[src/rtl/core/wsd_pkg.sv]
// Shared types and codes for the WebSocket frame deframer.
// Holds the result record, the status codes and the frame kind codes.
// No dependencies.
`default_nettype none

package wsd_pkg;

  typedef enum logic [3:0] {
    ST_OK         = 4'd0,
    ST_CHUNK_DONE = 4'd1,
    ST_NEED_MORE  = 4'd2,
    ST_EMPTY      = 4'd3,
    ST_UNMASKED   = 4'd4,
    ST_OVERSIZE   = 4'd5,
    ST_BINARY     = 4'd6,
    ST_CLOSE      = 4'd7,
    ST_UNKNOWN    = 4'd8
  } wsd_status_t;

  typedef enum logic [1:0] {
    KIND_TEXT = 2'd0,
    KIND_PING = 2'd1,
    KIND_PONG = 2'd2
  } wsd_kind_t;

  localparam logic [3:0] OP_CONT   = 4'h0;
  localparam logic [3:0] OP_TEXT   = 4'h1;
  localparam logic [3:0] OP_BINARY = 4'h2;
  localparam logic [3:0] OP_CLOSE  = 4'h8;
  localparam logic [3:0] OP_PING   = 4'h9;
  localparam logic [3:0] OP_PONG   = 4'hA;

  localparam logic [6:0] LEN_EXT16 = 7'd126;
  localparam logic [6:0] LEN_EXT64 = 7'd127;

  typedef struct packed {
    logic [7:0]  data_byte;
    logic        byte_valid;
    wsd_kind_t   frame_kind;
    logic        message_final;
    logic        frame_end;
    wsd_status_t status;
  } wsd_result_t;

endpackage

`default_nettype wire

[src/rtl/core/wsd_parser.sv]
// Header parser, mask key capture and payload unmasking for one byte per step.
// Holds the frame state; the result of a step is combinational on its inputs.
// Depends on wsd_pkg.
`default_nettype none

module wsd_parser
  import wsd_pkg::*;
(
  input  wire logic        clk,
  input  wire logic        rst,
  input  wire logic        step,
  input  wire logic [7:0]  rx_byte,
  input  wire logic        chunk_end,
  output logic             res_valid,
  output wsd_result_t      res
);

  typedef enum logic [3:0] {
    PH_HDR0    = 4'd0,
    PH_HDR1    = 4'd1,
    PH_EXT_HI  = 4'd2,
    PH_EXT_LO  = 4'd3,
    PH_KEY0    = 4'd4,
    PH_KEY1    = 4'd5,
    PH_KEY2    = 4'd6,
    PH_KEY3    = 4'd7,
    PH_PAYLOAD = 4'd8
  } phase_t;

  phase_t      phase, phase_next;
  wsd_kind_t   kind_reg, kind_next;
  logic        fin_reg, fin_next;
  logic        mask_flag, mask_flag_next;
  logic [15:0] payload_len, payload_len_next;
  logic [15:0] byte_count, byte_count_next;
  logic [31:0] mask_key, mask_key_next;
  logic        halted;

  logic [3:0]  opcode;
  logic [6:0]  len7;
  logic [15:0] count_inc;
  logic [15:0] len_lo;
  logic [7:0]  key_byte;
  logic [7:0]  data;
  logic        valid;
  logic        fend;
  logic        halt;
  wsd_status_t halt_code;
  wsd_status_t st;

  assign opcode    = rx_byte[3:0];
  assign len7      = rx_byte[6:0];
  assign count_inc = byte_count + 16'd1;
  assign len_lo    = payload_len | {8'd0, rx_byte};

  always_comb begin
    case (byte_count[1:0])
      2'd0:    key_byte = mask_key[31:24];
      2'd1:    key_byte = mask_key[23:16];
      2'd2:    key_byte = mask_key[15:8];
      default: key_byte = mask_key[7:0];
    endcase
  end

  always_comb begin
    phase_next       = phase;
    kind_next        = kind_reg;
    fin_next         = fin_reg;
    mask_flag_next   = mask_flag;
    payload_len_next = payload_len;
    byte_count_next  = byte_count;
    mask_key_next    = mask_key;
    data             = 8'd0;
    valid            = 1'b0;
    fend             = 1'b0;
    halt             = 1'b0;
    halt_code        = ST_OK;
    case (phase)
      PH_HDR0: begin
        fin_next  = rx_byte[7];
        kind_next = KIND_TEXT;
        if (opcode == OP_CONT || opcode == OP_TEXT) begin
          kind_next = KIND_TEXT;
        end else if (opcode == OP_BINARY) begin
          halt      = 1'b1;
          halt_code = ST_BINARY;
        end else if (opcode == OP_CLOSE) begin
          halt      = 1'b1;
          halt_code = ST_CLOSE;
        end else if (rx_byte[7] && opcode == OP_PING) begin
          kind_next = KIND_PING;
        end else if (rx_byte[7] && opcode == OP_PONG) begin
          kind_next = KIND_PONG;
        end else begin
          halt      = 1'b1;
          halt_code = ST_UNKNOWN;
        end
        if (!halt) begin
          phase_next = PH_HDR1;
        end
      end
      PH_HDR1: begin
        mask_flag_next = rx_byte[7];
        if (kind_reg == KIND_TEXT && len7 == 7'd0) begin
          halt      = 1'b1;
          halt_code = ST_EMPTY;
        end else if (len7 == LEN_EXT64) begin
          halt      = 1'b1;
          halt_code = ST_OVERSIZE;
        end else if (kind_reg == KIND_TEXT && !rx_byte[7]) begin
          halt      = 1'b1;
          halt_code = ST_UNMASKED;
        end else if (len7 == LEN_EXT16) begin
          phase_next = PH_EXT_HI;
        end else begin
          payload_len_next = {9'd0, len7};
          byte_count_next  = 16'd0;
          if (kind_reg == KIND_TEXT) begin
            phase_next = PH_KEY0;
          end else if (len7 == 7'd0) begin
            phase_next = PH_HDR0;
            fend       = 1'b1;
          end else begin
            phase_next = PH_PAYLOAD;
          end
        end
      end
      PH_EXT_HI: begin
        payload_len_next = {rx_byte, 8'd0};
        phase_next       = PH_EXT_LO;
      end
      PH_EXT_LO: begin
        payload_len_next = len_lo;
        byte_count_next  = 16'd0;
        if (kind_reg == KIND_TEXT) begin
          phase_next = PH_KEY0;
        end else if (len_lo == 16'd0) begin
          phase_next = PH_HDR0;
          fend       = 1'b1;
        end else begin
          phase_next = PH_PAYLOAD;
        end
      end
      PH_KEY0, PH_KEY1, PH_KEY2: begin
        mask_key_next = {mask_key[23:0], rx_byte};
        phase_next    = phase_t'(phase + 4'd1);
      end
      PH_KEY3: begin
        mask_key_next = {mask_key[23:0], rx_byte};
        if (payload_len == 16'd0) begin
          phase_next = PH_HDR0;
          fend       = 1'b1;
        end else begin
          phase_next = PH_PAYLOAD;
        end
      end
      PH_PAYLOAD: begin
        data            = (kind_reg == KIND_TEXT) ? (rx_byte ^ key_byte) : rx_byte;
        valid           = 1'b1;
        byte_count_next = count_inc;
        if (count_inc == payload_len) begin
          fend       = 1'b1;
          phase_next = PH_HDR0;
        end
      end
      default: begin
        phase_next = PH_HDR0;
      end
    endcase
  end

  always_comb begin
    if (halt) begin
      st = halt_code;
    end else if (chunk_end) begin
      st = (phase_next == PH_HDR0) ? ST_CHUNK_DONE : ST_NEED_MORE;
    end else begin
      st = ST_OK;
    end
  end

  assign res_valid         = step && !halted && (halt || valid || fend || chunk_end);
  assign res.data_byte     = data;
  assign res.byte_valid    = valid;
  assign res.frame_kind    = kind_next;
  assign res.message_final = fin_next;
  assign res.frame_end     = fend;
  assign res.status        = st;

  always_ff @(posedge clk) begin
    if (rst) begin
      phase       <= PH_HDR0;
      kind_reg    <= KIND_TEXT;
      fin_reg     <= 1'b0;
      mask_flag   <= 1'b0;
      payload_len <= 16'd0;
      byte_count  <= 16'd0;
      mask_key    <= 32'd0;
      halted      <= 1'b0;
    end else if (step && !halted) begin
      kind_reg    <= kind_next;
      fin_reg     <= fin_next;
      mask_flag   <= mask_flag_next;
      payload_len <= payload_len_next;
      byte_count  <= byte_count_next;
      mask_key    <= mask_key_next;
      if (halt) begin
        halted <= 1'b1;
      end else begin
        phase <= phase_next;
      end
    end
  end

endmodule

`default_nettype wire

[src/rtl/core/websocket_frame_deframer.sv]
// Path: an accepted input beat is held in the input register, and its result in the result register.
// Throughput: one input beat per cycle; the input register and the result
// register both advance whenever the result register is empty or being taken.
// Reset: synchronous, active high; the parser returns to the first header byte
// and clears a halt, and both registers empty.
`default_nettype none

module websocket_frame_deframer
  import wsd_pkg::*;
(
  input  wire logic        clk,
  input  wire logic        rst,
  input  wire logic        s_tvalid,
  output logic             s_tready,
  input  wire logic [7:0]  s_tdata,   // rx_byte[7:0]
  input  wire logic        s_tlast,   // chunk_end
  output logic             m_tvalid,
  input  wire logic        m_tready,
  output logic [15:0]      m_tdata,   // data_byte[7:0], status[11:8], zero[15:12]
  output logic [3:0]       m_tuser,   // byte_valid[0], frame_kind[2:1], message_final[3]
  output logic             m_tlast    // frame_end
);

  logic        in_valid;
  logic [7:0]  in_byte;
  logic        in_ce;
  logic        advance;
  logic        res_valid;
  wsd_result_t res;
  wsd_result_t out_res;

  assign advance  = in_valid && (!m_tvalid || m_tready);
  assign s_tready = !in_valid || advance;

  always_ff @(posedge clk) begin
    if (rst) begin
      in_valid <= 1'b0;
    end else if (s_tready) begin
      in_valid <= s_tvalid;
    end
  end

  always_ff @(posedge clk) begin
    if (s_tready && s_tvalid) begin
      in_byte <= s_tdata;
      in_ce   <= s_tlast;
    end
  end

  wsd_parser u_parser (
    .clk       (clk),
    .rst       (rst),
    .step      (advance),
    .rx_byte   (in_byte),
    .chunk_end (in_ce),
    .res_valid (res_valid),
    .res       (res)
  );

  always_ff @(posedge clk) begin
    if (rst) begin
      m_tvalid <= 1'b0;
    end else if (advance) begin
      m_tvalid <= res_valid;
    end else if (m_tready) begin
      m_tvalid <= 1'b0;
    end
  end

  always_ff @(posedge clk) begin
    if (advance) begin
      out_res <= res;
    end
  end

  assign m_tdata = {4'd0, out_res.status, out_res.data_byte};
  assign m_tuser = {out_res.message_final, out_res.frame_kind, out_res.byte_valid};
  assign m_tlast = out_res.frame_end;

endmodule

`default_nettype wire

[config.mk]
export PLATFORM = sky130hd
export DESIGN_NAME = websocket_frame_deframer
export DESIGN_NICKNAME = d
export VERILOG_FILES = /design/src/rtl/core/wsd_pkg.sv /design/src/rtl/core/wsd_parser.sv /design/src/rtl/core/websocket_frame_deframer.sv
export SDC_FILE = /design/constraint.sdc
export NUM_CORES = 1
export LEC_CHECK = 0
export CORE_MARGIN = 2
export CORE_UTILIZATION = 60
export DETAILED_ROUTE_END_ITERATION = 12
export DONT_BUFFER_PORTS = 1
export PLACE_DENSITY = 0.85
export SYNTH_ARGS = -nofsm -noshare
export SYNTH_HDL_FRONTEND = slang
export SYNTH_SLANG_ARGS = --single-unit
export TNS_END_PERCENT = 20
[constraint.sdc]
create_clock -name clk -period 3 [get_ports clk]
set_input_delay 0.15 -clock clk [delete_from_list [all_inputs] [get_ports clk]]
set_output_delay 0.15 -clock clk [all_outputs]
set_load 0.03 [all_outputs]
==> impl_metrics.csv, run 1 <==
group,metric,value,unit
yosys,synth_edf_count,26,
sta,fmax,0.351,GHz
setup_path,crit_path_max_fanout,8,
cells_and_area,largest_reg_flops,32,
global_routing,grt_pass1_vias,4434,
floorplan,rows,33,
global_routing,grtUsageMet3,5.78,%
clocking,clk_pin_slew,0.10,ns
yosys,synth_top_family_by_area,"simple AND/OR/NAND/NOR gates",
pwr,power_density,453,mW/mm^2
global_routing,overflow,0,
setup_path,reg2reg_to,"m_tdata[9]",
yosys,synthTopCellsByArea,"dfxtp_1, edfxtp_1, nand2_1",
clocking,clock_sinks,100,
sta,setup-tns-final,0,ns
global_routing,grt_start_max_net_pins,75,
setup_path,arrival,2.98,ns
clocking,clk_latency,0.36,ns
sta,fin_skew,0.00746,ns
pwr,totalPowerFinal,2.55,mW
pwr,ir_drop,378,uV
clocking,cts.htree.levels,3,
global_routing,use_met1,38.9,%
yosys,ys_top_cells_by_count,"nand2_1, dfxtp_1, a21oi_1",
clocking,cts_buffer_depth,2,
cells_and_area,fin_util,68.2,%
yosys,syn-mean-instance-area,8.51,um^2
placement,dpl_cell_area,0.00523,mm^2
yosys,yosysMostFrequentCell,"nand2_1",
setup_path,start_kind,"register",
cells_and_area,fin_cells,717,
floorplan,core,0.00826,mm^2
worst_hold_path,hp-class,"in2reg",
pwr,power.switching,0.673,mW
pwr,p_int,1.88,mW
yosys,ys.warnings.count,0,
flow_run,cap_violations,0,
yosys,synth_top_area_share,28.8,%
setup_path,critPathCapture,"m_tdata[9]",
cells_and_area,antenna_cells,0,
placement,dp_hpwl,8.83,mm
run_status,outcome,"finished clean",
drt,drt_iter0_drc,468,
cells_and_area,drive_gt1_share,10.5,%
pwr,seq_power_share,57.3,%
sta,post-route-period-util,95.0,%
yosys,ys_seq_elements,100,
yosys,synth-adder-area-share,1.94,%
floorplan,die_x,96.6,um
drt,wire_per_inst,18.5,um
pwr,switching_share,26.4,%
global_routing,use_met2,45.5,%
floorplan,die_h,96.6,um
cells_and_area,postLayoutCellArea,0.00564,mm^2
yosys,synthDistinctLibCells,70,
clocking,cts_tree,"built",
drt,antenna_left,0,
setup_path,startpoint,"u_parser.byte_count[3]",
placement,placement.io_buffers,0,
floorplan,start_util,62.3,%
drt,drc,0,
global_routing,antenna_found_initial,0,
floorplan,num_io_pins,36,
cells_and_area,area_growth,9.45,%
setup_path,critPathKind,"reg2reg",
cells_and_area,nNetsFinal,628,
setup_path,worstPathRequired,3.13,ns
floorplan,fp.dieArea,0.00934,mm^2
yosys,synthMuxAreaShare,0.413,%
sta,hold_slack,0.131,ns
pwr,clkPwrFrac,35.5,%
sta,rsz0062_at_grt,"false",
cells_and_area,reg.largest.list,"u_parser.mask_key x32, u_parser.byte_count x16, u_parser.payload_len x16",
yosys,synth_simple_gate_area_share,23.7,%
yosys,syn_area,0.00515,mm^2
sta,setup_violations,0,
yosys,yosysSeqAreaShare,43.9,%
yosys,synthFlopType,"dfxtp_1",
drt,firstDrtPassIters,5,
setup_path,reg2reg_setup_slack,0.15,ns
drt,vias,4564,
yosys,yosysTopAreaCell,"dfxtp_1",
placement,place_inst,688,
sta,max_slew_margin,48.2,%
sta,finalCriticalPeriod,2.85,ns
yosys,synthesis.instances,605,
global_routing,grt_pass1_wl,21.8,mm
sta,layout_setup_ws,0.149,ns
yosys,async_flop_share,0,%
pwr,power_leakage,1.89,nW
clocking,clock-root-buffer,"clkbuf_8",
cells_and_area,top_register,"u_parser.mask_key",
yosys,synth_xor_area_share,5.37,%
setup_path,r2r-start,"u_parser.byte_count[3]",
drt,avgViaCountPerCell,6.37,
drt,wl,13.3,mm
sta,tightestPinTransition,0.774,ns
setup_path,end_kind,"register",
pwr,p_comb_share,7.2,%
placement,gp_congestion,0.919,
sta,finalHoldViolCount,0,
clocking,numCtsBuffers,9,
global_routing,grt_usage,28.4,%
sta,drv_slew,0,
placement,pre_cts_slack,-0.00625,ns
global_routing,top_usage_layer,"met2",
setup_path,reg2regPathDepth,8,
yosys,synth_compound_area_share,19.8,%
-- critical path, stage by stage (launching register included) --
cell       delay, ns
dfxtp_1         0.50
nand3_1         0.33
nor4_2          0.51
xnor2_1         0.18
o2111ai_1       0.12
nor4_1          0.46
buf_4           0.20
o211ai_2        0.08
a31o_1          0.23
-- power groups by stage --
stage               Combinational, mW  Sequential [mW]  Clock (mW)
finish                          0.183             1.46       0.905
global route                    0.197             1.47       0.963
CTS                             0.178             1.46       0.912
detailed placement              0.147             1.49           0
global placement                0.142             1.49           0
floorplan                       0.130             1.48           0
-- area by class of cell --
class | count | area (um^2)
multi-input combinational | 453 | 2710
fill | 639 | 2620
sequential | 100 | 2260
timing repair buffer | 30 | 273
tap | 105 | 131
clock buffer | 9 | 124
clock inverter | 7 | 83.8
inverter | 13 | 48.8
-- routing by layer --
layer	share of wire (%)	vias up
met5	0	-
met2	49	230
met1	41	2158
met3	8.3	35
li1	-	2141
met4	2.4	0
-- logic make-up (layout without fill, tap and decap cells) --
family | Yosys count | after routing
DFF | 100 | 100
AOI/OAI and AO/OA | 150 | 150
muxes | 2 | 2
xor gates and xnor gates | 30 | 30
buffers and inverters | 55 | 59
adders and majority gates | 8 | 8
and+or+nand+nor | 259 | 259
other | 1 | 4
-- worst min path at each step --
stage	startpoint	cells after the start	end	slack, ns
finish	rst	2	u_parser.byte_count[14]	0.13
global route	rst	2	u_parser.byte_count[14]	0.15
CTS	rst	2	u_parser.byte_count[1]	0.14
detailed placement	rst	1	u_parser.byte_count[9]	0.23
global placement	rst	1	u_parser.byte_count[11]	0.23
floorplan	s_tdata[0]	0	in_byte[0]	0.25
-- cell usage in the layout, fill, tap and decap left out, types with 5 or more instances in the layout --
master and instances:
nand2_1 111, dfxtp_1 74, a21oi_1 65, nor2_1 48, edfxtp_1 26, nand3_1 19, o21ai_0 19, buf_4 18
xor2_1 17, inv_1 13, nor3_1 12, xnor2_1 12, dlygate4sd3_1 11, nand2b_1 9, clkbuf_8 9, a222oi_1 8
a22oi_1 8, ha_1 8, nand4_1 7, a311oi_1 7, or3_1 6, nand3b_1 6, nor4_1 6, o21ai_1 6
nor2b_1 5
-- timing repair --
item | in CTS | in global routing
buffers inserted | 0 | 1
hold endpoints to repair | 83 | 0
hold buffers | 12 | 0
gates resized for setup | 1 | 7
setup endpoints to repair | 1 | 2
Power figures use the tool's default switching activity.
==> run 2: changes to the inputs <==
CELL_PAD_IN_SITES_DETAIL_PLACEMENT = 1   (was unset)
CELL_PAD_IN_SITES_GLOBAL_PLACEMENT = 1   (was unset)
CORE_UTILIZATION = 48   (was 60)
PLACE_DENSITY = 0.88   (was 0.85)
==> run 2 against run 1 <==
Core utilization shrank 13 points; cell count grew 4.9%; setup slack gained 0.035 ns; non-clock buffer count grew 3; highest routed layer unchanged; hold slack lost 0.0045 ns; largest power group unchanged.
==> impl_metrics.csv, run 2 (synthesized netlist as in run 1, its figures left out) <==
group,metric,value,unit
sta,layout_setup_ws,0.184,ns
drt,drc,0,
clocking,cts.htree.levels,3,
run_status,outcome,"finished clean",
sta,rsz0062_at_grt,"false",
floorplan,fp.dieArea,0.0116,mm^2
global_routing,grt_start_max_net_pins,75,
placement,place_inst,721,
drt,drt_iter0_drc,288,
drt,avgViaCountPerCell,6.11,
drt,antenna_left,0,
sta,fmax,0.355,GHz
drt,wl,15.6,mm
setup_path,crit_slowest_cell,"dfxtp_1",
setup_path,arrival,2.97,ns
cells_and_area,largest_reg_flops,32,
setup_path,crit_top_cell,"nor4_2",
pwr,power_density,455,mW/mm^2
floorplan,die_h,108,um
sta,setup_violations,0,
clocking,clk_pin_slew,0.11,ns
global_routing,grt_usage,28.0,%
global_routing,overflow,0,
setup_path,start_kind,"register",
cells_and_area,fin_cells,752,
floorplan,num_io_pins,36,
clocking,clock-root-buffer,"clkbuf_8",
setup_path,crit_path_max_fanout,7,
clocking,cts_tree,"built",
worst_hold_path,hp-class,"in2reg",
setup_path,worstPathRequired,3.15,ns
global_routing,grt_pass1_wl,25.2,mm
drt,vias,4597,
sta,finalCriticalPeriod,2.82,ns
sta,fin_skew,0.0190,ns
pwr,ir_drop,405,uV
clocking,clk_latency,0.39,ns
drt,firstDrtPassIters,5,
cells_and_area,top_register,"u_parser.mask_key",
sta,post-route-period-util,93.9,%
floorplan,die_x,108,um
placement,dp_hpwl,10.2,mm
cells_and_area,nNetsFinal,631,
drt,highest_layer,"met4",
cells_and_area,drive_gt1_share,11.2,%
cells_and_area,final_cell_mix,"nand2_1, dfxtp_1, a21oi_1, nor2_1, edfxtp_1",
cells_and_area,area_growth,11.1,%
sta,finalHoldViolCount,0,
cells_and_area,reg.largest.list,"u_parser.mask_key x32, u_parser.byte_count x16, u_parser.payload_len x16",
sta,tightestPinTransition,0.868,ns
clocking,cts_buffer_depth,2,
placement,placement.io_buffers,0,
drt,route.met2.wl,7.91,mm
drt,wl_met3,863,um
cells_and_area,mostFrequentLayoutCell,"nand2_1",
clocking,clock_sinks,100,
flow_run,cap_violations,0,
setup_path,critPathKind,"reg2reg",
sta,drv_slew,0,
floorplan,core,0.0104,mm^2
floorplan,start_util,49.7,%
sta,max_slew_margin,41.9,%
placement,gp_congestion,0.859,
clocking,numCtsBuffers,9,
cells_and_area,fillCellCount,1235,
placement,pre_cts_slack,-0.0772,ns
global_routing,grt_pass1_vias,4916,
drt,wl_met1,6.59,mm
global_routing,antenna_found_initial,1,
sta,setup-tns-final,0,ns
pwr,power_leakage,1.90,nW
setup_path,reg2reg_setup_slack,0.18,ns
floorplan,rows,37,
cells_and_area,multiInputGateArea,0.00271,mm^2
setup_path,crit_chain,"nand3_1, nor4_2, xnor2_1, o2111ai_1, nor4_2, buf_4, o211ai_2, a31o_1",
setup_path,end_kind,"register",
cells_and_area,register_area,0.00226,mm^2
setup_path,cpPeakStageDelay,0.51,ns
drt,wire_per_inst,20.7,um
-- run 2: power by group --
| part | internal [mW] | leakage, nW | switching (mW) | total [mW] |
|---|---|---|---|---|
| logic | 0.0655 | 0.948 | 0.121 | 0.186 |
| registers | 1.41 | 0.847 | 0.0545 | 1.47 |
| clock network | 0.426 | 0.108 | 0.527 | 0.953 |
| total | 1.90 | 1.90 | 0.703 | 2.61 |
-- run 2: per-stage QoR --
| stage | hold WS (ns) | cell area, um^2 | total power, mW | util, % |
|---|---|---|---|---|
| after global placement | 0.227 | 5300 | 1.64 | 51.1 |
| final | 0.127 | 5720 | 2.61 | 55.2 |
| after global routing | 0.136 | 5720 | 2.69 | 55.2 |
| after floorplan | 0.249 | 5160 | 1.61 | - |
| after CTS | 0.124 | 5670 | 2.61 | 54.6 |
| after detailed placement | 0.233 | 5300 | 1.64 | 51.1 |
-- run 2: worst paths after layout --
path | end | start | depth (start not counted)
worst max register to register | m_tdata[9] | u_parser.byte_count[7] | 8
worst min-delay path | u_parser.byte_count[9] | rst | 2
worst max-delay path | m_tdata[9] | u_parser.byte_count[7] | 8
worst min register to register | u_parser.mask_key[29] | u_parser.mask_key[29] | 2
-- run 2: metal layers --
| layer | GRT usage, % | up-vias |
|---|---|---|
| li1 | - | 2146 |
| met1 | 34.9 | 2293 |
| met2 | 48.1 | 138 |
| met3 | 5.21 | 20 |
| met4 | 10.3 | 0 |
| met5 | 0 | - |
-- run 2: layout make-up --
cell class                 instances  area share [%]
clock inverter                     6            1.44
inverter                          13           0.853
sequential                       100            39.6
timing repair buffer              33            5.38
antenna                            1          0.0437
clock buffer                      10            2.41
multi-input combinational        453            47.3
tap                              136            2.97
-- run 2: worst max-delay path, delay by kind of cell, from the launching register on --
kind            cells  cell delay, ns
xor+xnor            1            0.17
flops               1            0.51
buf+inv             1            0.20
compound gates      3            0.48
simple gates        3            1.20
-- run 2: timing repair --
action | CTS | global route
endpoints found under the setup margin | 1 | 2
resized for setup | 2 | 7
setup buffers | 0 | 2
cloned | 0 | 0
endpoints found under the hold margin | 83 | 0
hold buffers | 12 | 0
==> run 3: changes to the inputs <==
PLACE_DENSITY = 0.85   (was 0.88)
==> run 3 against run 2 <==
Count of clock-buffer cells in the layout rose by 1; routed wire length fell by 4.0%; sequential power barely moved; highest routed layer unchanged.
==> impl_metrics.csv, run 3 (synthesized netlist as in run 1, its figures left out) <==
group,metric,value,unit
placement,dpl_cell_area,0.00528,mm^2
setup_path,crit_chain,"ha_1, nand4_1, nor4_1, buf_4, xnor2_1, nand2_1, nor4_2, buf_4, o211ai_2, a31o_1",
sta,fin_skew,0.00883,ns
drt,drc,0,
worst_hold_path,min_to,"u_parser.byte_count[8]",
cells_and_area,postLayoutCellArea,0.00560,mm^2
drt,vias,4587,
cells_and_area,final_cell_mix,"nand2_1, dfxtp_1, a21oi_1, nor2_1, edfxtp_1",
floorplan,fp.dieArea,0.0116,mm^2
sta,tightestPinTransition,0.845,ns
sta,fmax,0.355,GHz
sta,setup_violations,0,
clocking,clock-root-buffer,"clkbuf_8",
clocking,post_cts_buffers,0,
clocking,cts.htree.levels,3,
setup_path,reg2reg_setup_slack,0.19,ns
pwr,power_density,435,mW/mm^2
clocking,cts_buffer_depth,2,
setup_path,start_kind,"register",
cells_and_area,drive_gt1_share,9.64,%
sta,finalHoldViolCount,0,
worst_hold_path,hold_depth,2,
pwr,power_leakage,1.84,nW
setup_path,reg2reg_to,"m_tdata[9]",
cells_and_area,antenna_cells,0,
cells_and_area,largest_reg_flops,32,
clocking,clk_latency,0.37,ns
global_routing,grt_usage,27.1,%
global_routing,grt_pass1_vias,4784,
pwr,ir_drop,314,uV
cells_and_area,fin_cells,748,
setup_path,worstPathRequired,3.13,ns
worst_hold_path,min_from,"rst",
floorplan,start_util,49.7,%
clocking,clk_pin_slew,0.10,ns
sta,setup-tns-final,0,ns
sta,finalCriticalPeriod,2.81,ns
cells_and_area,fin_util,54.0,%
cells_and_area,mostFrequentLayoutCell,"nand2_1",
setup_path,end_kind,"register",
cells_and_area,top_register,"u_parser.mask_key",
global_routing,grt_pass1_wl,24.4,mm
setup_path,reg2regPathDepth,10,
placement,place_inst,720,
placement,dp_hpwl,10.3,mm
global_routing,grt_start_max_net_pins,75,
global_routing,overflow,0,
global_routing,antenna_found_initial,0,
worst_hold_path,hp-class,"in2reg",
setup_path,critPathKind,"reg2reg",
drt,wl,15.0,mm
setup_path,crit_path_max_fanout,7,
drt,firstDrtPassIters,7,
pwr,totalPowerFinal,2.44,mW
floorplan,die_x,108,um
run_status,outcome,"finished clean",
floorplan,core,0.0104,mm^2
drt,antenna_left,0,
drt,drt_iter0_drc,304,
setup_path,r2r-start,"u_parser.byte_count[1]",
floorplan,num_io_pins,36,
cells_and_area,area_growth,8.80,%
placement,placement.io_buffers,0,
setup_path,arrival,2.95,ns
cells_and_area,nNetsFinal,628,
setup_path,crit_top_cell,"buf_4",
floorplan,die_h,108,um
flow_run,cap_violations,0,
sta,post-route-period-util,93.8,%
clocking,clock_sinks,100,
clocking,cts_tree,"built",
drt,wire_per_inst,20.0,um
drt,avgViaCountPerCell,6.13,
sta,drv_slew,0,
setup_path,crit_slowest_cell,"dfxtp_1",
placement,gp_congestion,0.858,
setup_path,cpPeakStageDelay,0.46,ns
clocking,numCtsBuffers,9,
floorplan,rows,37,
sta,rsz0062_at_grt,"false",
cells_and_area,reg.largest.list,"u_parser.mask_key x32, u_parser.byte_count x16, u_parser.payload_len x16",
sta,max_slew_margin,43.4,%
==> run 3: what timing repair did <==
action / 4_1_cts / 5_1_grt
resized for setup: 0 / 4
hold buffers: 12 / 0
setup endpoints to repair: 0 / 5
hold endpoints to repair: 83 / 0
==> run 3: report_power, final <==
group	internal, mW	switching, mW	leakage, nW
combinational	0.0649	0.120	0.914
clock	0.306	0.482	0.0816
sequential	1.41	0.0509	0.847
total	1.78	0.653	1.84
==> run 3: cell type report <==
type | count | area, um^2
multi-input combinational | 453 | 2680
sequential | 100 | 2260
tap | 136 | 170
fill | 1250 | 4770
timing repair buffer | 30 | 273
inverter | 13 | 48.8
clock inverter | 5 | 37.5
clock buffer | 11 | 131
==> run 3: routing by layer <==
| layer | wire [um] | GRT usage, % | vias to the layer above |
|---|---|---|---|
| met5 | 0 | 0 | - |
| met4 | 351 | 8.70 | 0 |
| met3 | 767 | 6.23 | 30 |
| met2 | 7510 | 46.3 | 127 |
| met1 | 6350 | 33.9 | 2295 |
| li1 | - | - | 2135 |
==> run 3: how the worst max path moves through the flow <==
stage,from,endpoint,slack (ns)
floorplan,u_parser.byte_count[1],m_tdata[9],0.51
global placement,u_parser.byte_count[0],m_tdata[9],0.18
detailed placement,u_parser.byte_count[0],m_tdata[9],0.08
CTS,u_parser.byte_count[0],m_tdata[9],0.06
global route,u_parser.byte_count[1],m_tdata[9],0.009
finish,u_parser.byte_count[1],m_tdata[9],0.19
==> run 3: stage by stage <==
step | setup WS, ns | hold WS, ns
2_1_floorplan | 0.511 | 0.249
3_3_place_gp | 0.180 | 0.227
3_5_place_dp | 0.0752 | 0.231
4_1_cts | 0.0569 | 0.137
5_1_grt | 0.00855 | 0.155
6_report | 0.187 | 0.137
==> run 3: worst max-delay path, delay by kind of cell, from the launching register on <==
| family | cells | cell delay (ns) |
|---|---|---|
| simple gates | 4 | 1.08 |
| flops | 1 | 0.46 |
| buf+inv | 2 | 0.37 |
| compound gates | 2 | 0.31 |
| fa+ha+maj | 1 | 0.22 |
| xor+xnor | 1 | 0.12 |
